### config.mk
export PLATFORM = sky130hd
export DESIGN_NAME = ptr_engine
export DESIGN_NICKNAME = d
export VERILOG_FILES = /design/src/ptr_pkg.sv /design/src/ptr_engine.sv
export SDC_FILE = /design/constraint.sdc
export NUM_CORES = 1
export LEC_CHECK = 0
export ABC_AREA = 1
export BUFFER_PORTS_ARGS = -buffer_cell sky130_fd_sc_hd__buf_2
export CAP_MARGIN = 20
export CORE_ASPECT_RATIO = 1.5
export CORE_MARGIN = 2
export CORE_UTILIZATION = 49
export DETAILED_ROUTE_END_ITERATION = 8
export PLACE_DENSITY = 0.81
export SETUP_SLACK_MARGIN = 0.2
export SLEW_MARGIN = 0
export SYNTH_ARGS = -nofsm -noshare
export SYNTH_HDL_FRONTEND = slang
export SYNTH_SLANG_ARGS = --single-unit
### constraint.sdc
create_clock -name clk -period 2.8 [get_ports clk]
set_clock_uncertainty 0.2 [all_clocks]
set_input_delay 0.56 -clock clk [delete_from_list [all_inputs] [get_ports clk]]
set_output_delay 0.56 -clock clk [all_outputs]
set_load 0.03 [all_outputs]
### src/ptr_pkg.sv
`default_nettype none
// ----------------------------------------------------------------------------
// ptr_pkg
// Shared types, codes and pixel arithmetic for the phosphor trace renderer.
// ----------------------------------------------------------------------------
package ptr_pkg;

  // default frame geometry
  localparam int FRAME_WIDTH_DEF  = 1024;
  localparam int FRAME_HEIGHT_DEF = 512;

  // width used to compare port values against frame limits (holds 4096)
  localparam int CMP_W = 13;

  localparam int PIXEL_W = 24;
  localparam logic [7:0] BYTE_MAX = 8'd255;

  // item operation codes
  localparam logic [1:0] OP_TRACE = 2'd0;
  localparam logic [1:0] OP_SCAN  = 2'd1;
  localparam logic [1:0] OP_WRITE = 2'd2;
  localparam logic [1:0] OP_NONE  = 2'd3;

  // colour channel codes
  localparam logic [1:0] CH_BLUE  = 2'd0;
  localparam logic [1:0] CH_GREEN = 2'd1;
  localparam logic [1:0] CH_RED   = 2'd2;
  localparam logic [1:0] CH_NONE  = 2'd3;

  // configuration register indexes
  localparam logic [0:0] CFG_INC_STEP = 1'd0;
  localparam logic [0:0] CFG_DEC_STEP = 1'd1;

  typedef enum logic [2:0] {
    ST_CLEAR,
    ST_IDLE,
    ST_DRAW_RD,
    ST_DRAW_WR,
    ST_SCAN_WR
  } state_t;

  // scan result handed from the engine to the output register
  typedef struct packed {
    logic               valid;
    logic [PIXEL_W-1:0] pixel;
  } res_t;

  function automatic logic [7:0] sat_add8(input logic [7:0] v, input logic [7:0] a);
    logic [8:0] s;
    s = {1'b0, v} + {1'b0, a};
    return s[8] ? BYTE_MAX : s[7:0];
  endfunction

  function automatic logic [7:0] sat_sub8(input logic [7:0] v, input logic [7:0] a);
    return (v > a) ? (v - a) : 8'd0;
  endfunction

  // brighten one colour byte of a pixel
  function automatic logic [PIXEL_W-1:0] hit_pixel(input logic [PIXEL_W-1:0] px,
                                                   input logic [1:0] ch,
                                                   input logic [7:0] inc);
    logic [PIXEL_W-1:0] r;
    r = px;
    case (ch)
      CH_BLUE:  r[7:0]   = sat_add8(px[7:0], inc);
      CH_GREEN: r[15:8]  = sat_add8(px[15:8], inc);
      CH_RED:   r[23:16] = sat_add8(px[23:16], inc);
      default:  r = px;
    endcase
    return r;
  endfunction

  // fade green and red, blue untouched
  function automatic logic [PIXEL_W-1:0] decay_pixel(input logic [PIXEL_W-1:0] px,
                                                     input logic [7:0] dec);
    return {sat_sub8(px[23:16], dec), sat_sub8(px[15:8], dec), px[7:0]};
  endfunction

endpackage
`default_nettype wire

### src/ptr_engine.sv
`default_nettype none
// ----------------------------------------------------------------------------
// ptr_engine
// Sequencer for the frame store: clearing pass, span drawing by
// read-modify-write, scan with decay and pixel writes.
// ----------------------------------------------------------------------------
module ptr_engine #(
  parameter int FRAME_WIDTH  = ptr_pkg::FRAME_WIDTH_DEF,
  parameter int FRAME_HEIGHT = ptr_pkg::FRAME_HEIGHT_DEF,
  localparam int COL_W  = $clog2(FRAME_WIDTH),
  localparam int ROW_W  = $clog2(FRAME_HEIGHT),
  localparam int ADDR_W = ROW_W + COL_W
) (
  input  wire logic                        clk,
  input  wire logic                        rst,
  // item channel
  input  wire logic                        in_valid,
  output logic                             in_ready,
  input  wire logic [1:0]                  op,
  input  wire logic [8:0]                  sample_row,
  input  wire logic                        first_of_trace,
  input  wire logic [1:0]                  channel,
  input  wire logic [9:0]                  pixel_column,
  input  wire logic [8:0]                  pixel_row,
  input  wire logic [ptr_pkg::PIXEL_W-1:0] pixel_word,
  // settings
  input  wire logic [7:0]                  inc_step,
  input  wire logic [7:0]                  dec_step,
  // result side
  input  wire logic                        out_free,
  output ptr_pkg::res_t                    res,
  // frame store
  output logic                             mem_rd_en,
  output logic [ADDR_W-1:0]                mem_rd_addr,
  input  wire logic [ptr_pkg::PIXEL_W-1:0] mem_rd_data,
  output logic                             mem_wr_en,
  output logic [ADDR_W-1:0]                mem_wr_addr,
  output logic [ptr_pkg::PIXEL_W-1:0]      mem_wr_data
);

  localparam int CMP_W = ptr_pkg::CMP_W;

  ptr_pkg::state_t state, state_next;

  logic [ADDR_W-1:0] clr_addr;
  logic [ROW_W-1:0]  prev_row;
  logic [COL_W-1:0]  cur_col;

  // span registers
  logic [ROW_W-1:0]  draw_row;
  logic [ROW_W-1:0]  draw_tgt;
  logic              draw_up;
  logic [1:0]        draw_ch;
  logic [ROW_W-1:0]  draw_step;
  logic              span_done;

  // scan registers
  logic [ADDR_W-1:0] scan_addr;
  logic              scan_inside;

  logic              accept;
  logic [ROW_W-1:0]  row_clamp;
  logic              col_last;
  logic              px_inside;
  logic [ADDR_W-1:0] px_addr;
  logic              do_draw;
  logic              clr_last;

  // input decode
  assign accept    = in_valid && in_ready;
  assign in_ready  = (state == ptr_pkg::ST_IDLE);
  assign row_clamp = (CMP_W'(sample_row) > CMP_W'(FRAME_HEIGHT - 1))
                     ? ROW_W'(FRAME_HEIGHT - 1) : ROW_W'(sample_row);
  assign col_last  = (cur_col == COL_W'(FRAME_WIDTH - 1));
  assign px_inside = (CMP_W'(pixel_column) < CMP_W'(FRAME_WIDTH)) &&
                     (CMP_W'(pixel_row) < CMP_W'(FRAME_HEIGHT));
  assign px_addr   = {ROW_W'(pixel_row), COL_W'(pixel_column)};
  assign do_draw   = (op == ptr_pkg::OP_TRACE) && !first_of_trace && !col_last &&
                     (channel != ptr_pkg::CH_NONE);
  assign clr_last  = (clr_addr == {ADDR_W{1'b1}});

  // span stepping; the target row itself is drawn only for a flat span
  assign draw_step = draw_up ? (draw_row + ROW_W'(1)) : (draw_row - ROW_W'(1));
  assign span_done = (draw_row == draw_tgt) || (draw_step == draw_tgt);

  // next state
  always_comb begin
    state_next = state;
    unique case (state)
      ptr_pkg::ST_CLEAR: begin
        if (clr_last) state_next = ptr_pkg::ST_IDLE;
      end
      ptr_pkg::ST_IDLE: begin
        if (accept && do_draw) begin
          state_next = ptr_pkg::ST_DRAW_RD;
        end else if (accept && (op == ptr_pkg::OP_SCAN)) begin
          state_next = ptr_pkg::ST_SCAN_WR;
        end
      end
      ptr_pkg::ST_DRAW_RD: state_next = ptr_pkg::ST_DRAW_WR;
      ptr_pkg::ST_DRAW_WR: begin
        state_next = span_done ? ptr_pkg::ST_IDLE : ptr_pkg::ST_DRAW_RD;
      end
      ptr_pkg::ST_SCAN_WR: begin
        if (out_free) state_next = ptr_pkg::ST_IDLE;
      end
      default: state_next = ptr_pkg::ST_IDLE;
    endcase
  end

  // memory ports and result
  always_comb begin
    mem_rd_en   = 1'b0;
    mem_rd_addr = px_addr;
    mem_wr_en   = 1'b0;
    mem_wr_addr = px_addr;
    mem_wr_data = pixel_word;
    res.valid   = 1'b0;
    res.pixel   = '0;
    unique case (state)
      ptr_pkg::ST_CLEAR: begin
        mem_wr_en   = 1'b1;
        mem_wr_addr = clr_addr;
        mem_wr_data = '0;
      end
      ptr_pkg::ST_IDLE: begin
        mem_rd_en = accept && (op == ptr_pkg::OP_SCAN) && px_inside;
        mem_wr_en = accept && (op == ptr_pkg::OP_WRITE) && px_inside;
      end
      ptr_pkg::ST_DRAW_RD: begin
        mem_rd_en   = 1'b1;
        mem_rd_addr = {draw_row, cur_col};
      end
      ptr_pkg::ST_DRAW_WR: begin
        mem_wr_en   = 1'b1;
        mem_wr_addr = {draw_row, cur_col};
        mem_wr_data = ptr_pkg::hit_pixel(mem_rd_data, draw_ch, inc_step);
      end
      ptr_pkg::ST_SCAN_WR: begin
        mem_wr_en   = out_free && scan_inside;
        mem_wr_addr = scan_addr;
        mem_wr_data = ptr_pkg::decay_pixel(mem_rd_data, dec_step);
        res.valid   = out_free;
        res.pixel   = scan_inside ? ptr_pkg::decay_pixel(mem_rd_data, dec_step) : '0;
      end
      default: begin
        mem_rd_en = 1'b0;
      end
    endcase
  end

  // control state
  always_ff @(posedge clk) begin
    if (rst) begin
      state    <= ptr_pkg::ST_CLEAR;
      clr_addr <= '0;
      prev_row <= '0;
      cur_col  <= '0;
    end else begin
      state <= state_next;
      if (state == ptr_pkg::ST_CLEAR) begin
        clr_addr <= clr_addr + ADDR_W'(1);
      end
      if (accept && (op == ptr_pkg::OP_TRACE)) begin
        prev_row <= row_clamp;
        if (first_of_trace) begin
          cur_col <= '0;
        end else if (!col_last && (channel == ptr_pkg::CH_NONE)) begin
          cur_col <= cur_col + COL_W'(1);
        end
      end
      if ((state == ptr_pkg::ST_DRAW_WR) && span_done) begin
        cur_col <= cur_col + COL_W'(1);
      end
    end
  end

  // span and scan payload
  always_ff @(posedge clk) begin
    if (accept && do_draw) begin
      draw_row <= prev_row;
      draw_tgt <= row_clamp;
      draw_up  <= (row_clamp > prev_row);
      draw_ch  <= channel;
    end else if ((state == ptr_pkg::ST_DRAW_WR) && !span_done) begin
      draw_row <= draw_step;
    end
    if (accept && (op == ptr_pkg::OP_SCAN)) begin
      scan_addr   <= px_addr;
      scan_inside <= px_inside;
    end
  end

endmodule
`default_nettype wire

* Word level (Yosys, flattened, before mapping)
Index checks and enable logic that the tools add are counted.
** Storage, ports and cells
- Word-level logic and storage cells :: 89
- Register bits :: 81
- Output and inout port bits :: 90
- Input port bits :: 101
** Operators by class
- Mux-type cells :: 27
- Reduce and logical (&&, ||, !) cells :: 24
- Order comparisons :: 3
- $add $sub $neg :: 9
- Equality and inequality tests :: 17
** Operators by type and width (number)
- $pmux 24 s3 :: 1
- $mux 8 :: 8
- $pmux 19 s3 :: 1
- $mux 10 :: 4
- $add 8x8->9 :: 3
- $mux 9 :: 3
- $mux 25 :: 1
- $add 19x1->19 const B :: 1
- $eq 19x19->1 const B :: 1
- $mux 19 :: 1
- $eq 9x9->1 :: 2
- $gt 8x8->1 :: 2
- $sub 8x8->8 :: 2
- $pmux 3 s5 :: 1
- $mux 3 :: 4
- $logic_and 1x1->1 :: 11
- $add 10x1->10 const B :: 1
- $eq 10x10->1 const B :: 1
- $add 9x1->9 const B :: 1
- $gt 9x9->1 :: 1
- $sub 9x1->9 const B :: 1
- $eq 2x2->1 const B :: 3
- $eq 3x2->1 const B :: 2
- $ne 2x2->1 const B :: 3
- 16 further kinds :: 21

* Logic depth before layout (Yosys ltp)
- Depth in word-level cells :: 8
- Depth in mapped cells :: 21

* Least setup slack after synthesis
OpenSTA, ideal clock, no wires.
- Path type :: input -> output
- Start point :: input inc_step[0]
- End point :: output mem_wr_data[12] in the netlist's numbering
- Stages :: 12
- Slack :: -0.380 ns
- Arrival :: 2.420 ns
- Data required time :: 2.040 ns
- Path through :: ha_1 -> inv_1 -> fa_1 -> o21ai_0 -> a21oi_1 -> o21ai_0 -> nand2_1 -> a21oi_1 -> nor3_1 -> nand2_1 -> nand3_1 -> nand3_1
** Between the ends
- Cells in the longest elaborated chain, start to end :: 4
** Ends and longest elaborated chain
- start, declared :: line ptr_engine.sv:27 : input wire logic [7:0] inc_step,
- $add 8x8->9 :: line ptr_pkg.sv:50 : s = {1'b0, v} + {1'b0, a};
- $mux 8 :: line ptr_pkg.sv:51 : return s[8] ? BYTE_MAX : s[7:0];
- $mux 8 :: line ptr_pkg.sv:64 : case (ch)
- $pmux 24 s3 :: line ptr_engine.sv:120 : unique case (state)
- end, declared :: line ptr_engine.sv:38 : output logic [ptr_pkg::PIXEL_W-1:0] mem_wr_data
No other way between the ends.

* Final worst setup path
- Start point :: input mem_rd_data[16] in the netlist's numbering
- End point :: output mem_wr_data[23] in the netlist's numbering
** Between the ends
- Cells in the longest elaborated chain, start to end :: 4
- Elaborated cells on any way between the ends :: 7
** Ends and longest elaborated chain
- start, declared :: line ptr_engine.sv:35 : input wire logic [ptr_pkg::PIXEL_W-1:0] mem_rd_data,
- $add 8x8->9 :: line ptr_pkg.sv:50
- $mux 8 :: line ptr_pkg.sv:51
- $mux 8 :: line ptr_pkg.sv:64
- $pmux 24 s3 * :: line ptr_engine.sv:120
Mark *: on every way between the ends. The rest lies on a longest branch, timed or not.

==> summary.txt <==
Status
  – Status: complete, but fails checks
  – Violated checks: setup timing

Logic synthesis
  – Seq/Total Area, Yosys: 28.2%
  – Cells after synthesis: 1,055
  – Post-synth EDFFs: 40
  – Main synth FF type: dfxtp_1
  – Ys Warns: 0
  – Syn_nets: 1,220
  – Cell area after synthesis: 7170 um2
  – Unique masters post-synth: 39
  – Post-synth ARST share: 0%
  – Post-synthesis area per instance: 6.80 um2
  – Seq cells post-synth: 81

Timing
  – Post-layout minimum cycle time: 3.60 ns
  – # setup viols final: 61
  – Fin worst setup slack: -0.799 ns
  – WHS: 0.203 ns
  – RSZ-0062 raised after global routing: true
  – Worst slew pin tran: 0.835 ns
  – Achievable clock frequency: 0.278 GHz
  – Max-slew violations: 0
  – Endpoints failing hold: 0
  – Period utilization: 129%
  – Relative slew margins: 44.1%
  – Setup TNS: -28.93 ns

Route
  – WL/cell: 23.9 um
  – Final WL: 38.1 mm
  – ANT nets after route: 0
  – DR iter-0 viols: 1,173
  – Drc violations: 0
  – Vias: 10,101
  – Length of the first detailed-routing pass in iterations: 8
  – Via density: 6.32

Worst setup path
  – Critical path peak fanout: 5
  – Reg2Reg Launch Point: draw_row[1]$_DFFE_PP_
  – Max stage delay cell, worst path: fa_2
  – Cell mode on critical path: nand2_2
  – Startpoint Class: primary input
  – Crit-path leading delay family: simple AND/OR/NAND/NOR gates
  – CP endpoint kind: output port
  – CP arrival: 2.84 ns
  – Max incr delay on CP: 0.39 ns
  – Setup crit start: mem_rd_data[16]
  – Crit path required time: 2.04 ns
  – Crit path buffers/inverters: 6
  – Worst path cell trace: buf_12 -> inv_12 -> ha_4 -> inv_4 -> fa_2 -> nand3_2 -> nand2_2 -> nand2_2 -> nand2_2 -> a21oi_2 -> inv_1 -> a21oi_2 -> o21bai_1 -> nand2_2 -> clkinv_4 -> nand3_4 -> nand3_4 -> buf_6
  – WS Path Type: primary input to output port

Pwr
  – Leakage: 0.00564 uW
  – Pwr dens: 294 nW/um2
  – Peak supply drop: 0.000430 V

Floorplanning
  – Std-Cell Rows: 54
  – Die width: 103 um
  – Core Area: 14,500 um2
  – Die area: 15,600 um2
  – Die Y: 152 um
  – IO Count: 191
  – Starting Density: 49.6%

Placement
  – Final HPWL DP: 19.7 mm
  – Placed cells: 1,512
  – Routability congestion estimate: 1.00
  – IO Port Bufs: 190
  – Placed Area: 9480 um2

Final layout
  – Net count, final: 1,558
  – Final std cells w/o fill: 1,597
  – Final Cell Area: 11,700 um2
  – Layout cells sized above 1: 44.6%
  – Area delta synth->final: 63.7%

Global routing
  – Initial antenna violation count: 2
  – Gr ovfl total: 0
  – First-pass GRT wire length: 48.6 mm
  – Total track usage: 41.1%
  – Vias in the first global route: 9,211
  – Largest net degree at the start of global routing: 31

Clock tree
  – Clock Latency Late Sink: 0.35 ns
  – Clock Tree Root: clkbuf_16
  – CTS max path bufs: 2
  – CTS Buf Count: 9
  – H-tree Lvls: 3
  – CTS Sinks: 81
  – CTS clock-pin slew for the worst setup and hold paths: 0.06 ns
  – TritonCTS clock tree: yes
  – Post-CTS Hold Fix Bufs: 0

Hold path
  – HP Start: channel[1]
  – Worst min-delay path class: primary input to register

Flow run
  – Maxcap violations: 0
-- cells by family after synthesis --
| family | synth area share (%) |
|---|---|
| buffers and inverters | 10.6 |
| and+or+nand+nor | 31.0 |
| AOI/OAI and AO/OA | 13.4 |
| adders and majority gates | 11.8 |
| muxes | 1.26 |
| xor gates and xnor gates | 3.78 |
| DFF | 28.2 |
-- registers in the layout (all words and copies together), names as in the netlist --
register	flops
state	3
scan_addr	19
clr_addr	19
draw_tgt	9
draw_row	9
prev_row	9
cur_col	10
draw_up	1
draw_ch	2
-- final timing paths --
path / end / slack, ns / cells past startpoint
worst max-delay path: mem_wr_data[23] / -0.80 / 18
worst min register to register: prev_row[4]$_SDFFE_PP0P_ / 0.27 / 2
worst max register to register: cur_col[5]$_SDFFE_PP0P_ / -0.21 / 16
worst min-delay path: draw_ch[1]$_DFFE_PP_ / 0.20 / 1
-- cell usage in the layout (no fill, tap or decap), types with 12 or more instances in the layout --
cell type / n
nand3_4: 24
nand3_1: 51
dfxtp_1: 38
nand4_1: 14
nor2_1: 41
nor3_1: 16
buf_2: 120
nand2_4: 19
nand2_2: 43
inv_1: 140
nand2_1: 229
inv_2: 17
nand3_2: 26
o21ai_0: 43
edfxtp_1: 40
xnor2_1: 14
a21oi_1: 55
a21oi_2: 23
ha_1: 47
xor2_1: 14
inv_4: 12
buf_4: 129
buf_6: 85
-- cells in the mapped netlist (all sizes together), types with 16 or more instances --
cell | instances | area share [%]
edfxtp | 40 | 17
o21ai | 55 | 4.0
o2111ai | 16 | 2.0
nor2 | 57 | 3.1
nor3 | 21 | 1.7
nand2 | 293 | 16
ha | 58 | 10
clkbuf | 22 | 1.2
xnor2 | 16 | 2.0
nand3 | 101 | 7.4
dfxtp | 41 | 11
inv | 176 | 9.2
a21oi | 84 | 6.0
-- where the power goes --
| group | total, uW | leakage (uW) | switching, uW | internal, uW |
|---|---|---|---|---|
| combinational | 1010 | 0.00481 | 573 | 441 |
| sequential | 1250 | 0.000692 | 5.01 | 1240 |
| clock | 1190 | 0.000140 | 553 | 638 |
| total | 3450 | 0.00564 | 1130 | 2320 |
-- final cells by class --
type	count	area (um2)
antenna	3	7.51
tap	196	245
sequential	81	2030
multi-input combinational	777	5650
clock inverter	6	47.5
inverter	176	736
timing repair buffer	348	2790
fill	775	2720
clock buffer	10	239
-- worst register-to-register path, delay by kind of cell, from the launching register on --
| kind | cells | cell delay, ns |
|---|---|---|
| fa+ha+maj | 1 | 0.64 |
| buf+inv | 1 | 0.13 |
| flops | 1 | 0.51 |
| xor+xnor | 1 | 0.13 |
| compound gates | 1 | 0.07 |
| simple gates | 12 | 1.22 |
-- metal layers --
| layer | routed length (um) | vias up | track usage (%) | share of wire (%) |
|---|---|---|---|---|
| met4 | 4320 | 0 | 30.5 | 11 |
| li1 | - | 4170 | - | - |
| met5 | 0 | - | 1.67 | 0 |
| met2 | 17200 | 985 | 65.8 | 45 |
| met3 | 5290 | 413 | 16.7 | 14 |
| met1 | 11300 | 4533 | 41.8 | 30 |
-- timing repair --
item / CTS / global route
cloned: 3 / 2
buffers inserted: 38 / 23
setup endpoints to repair: 83 / 121
pin swaps: 69 / 82
gates resized for setup: 220 / 158
-- through the flow --
stage / utilization [%] / total power, uW / setup slack, ns
after floorplan: - / 1660 / -0.163
after global placement: 65.5 / 1970 / -0.587
after detailed placement: 65.5 / 1980 / -0.661
after CTS: 75.4 / 3210 / -0.499
after global routing: 81.2 / 3540 / -1.04
final: 81.2 / 3450 / -0.799
Note: power is estimated with default switching activity, not from simulation.
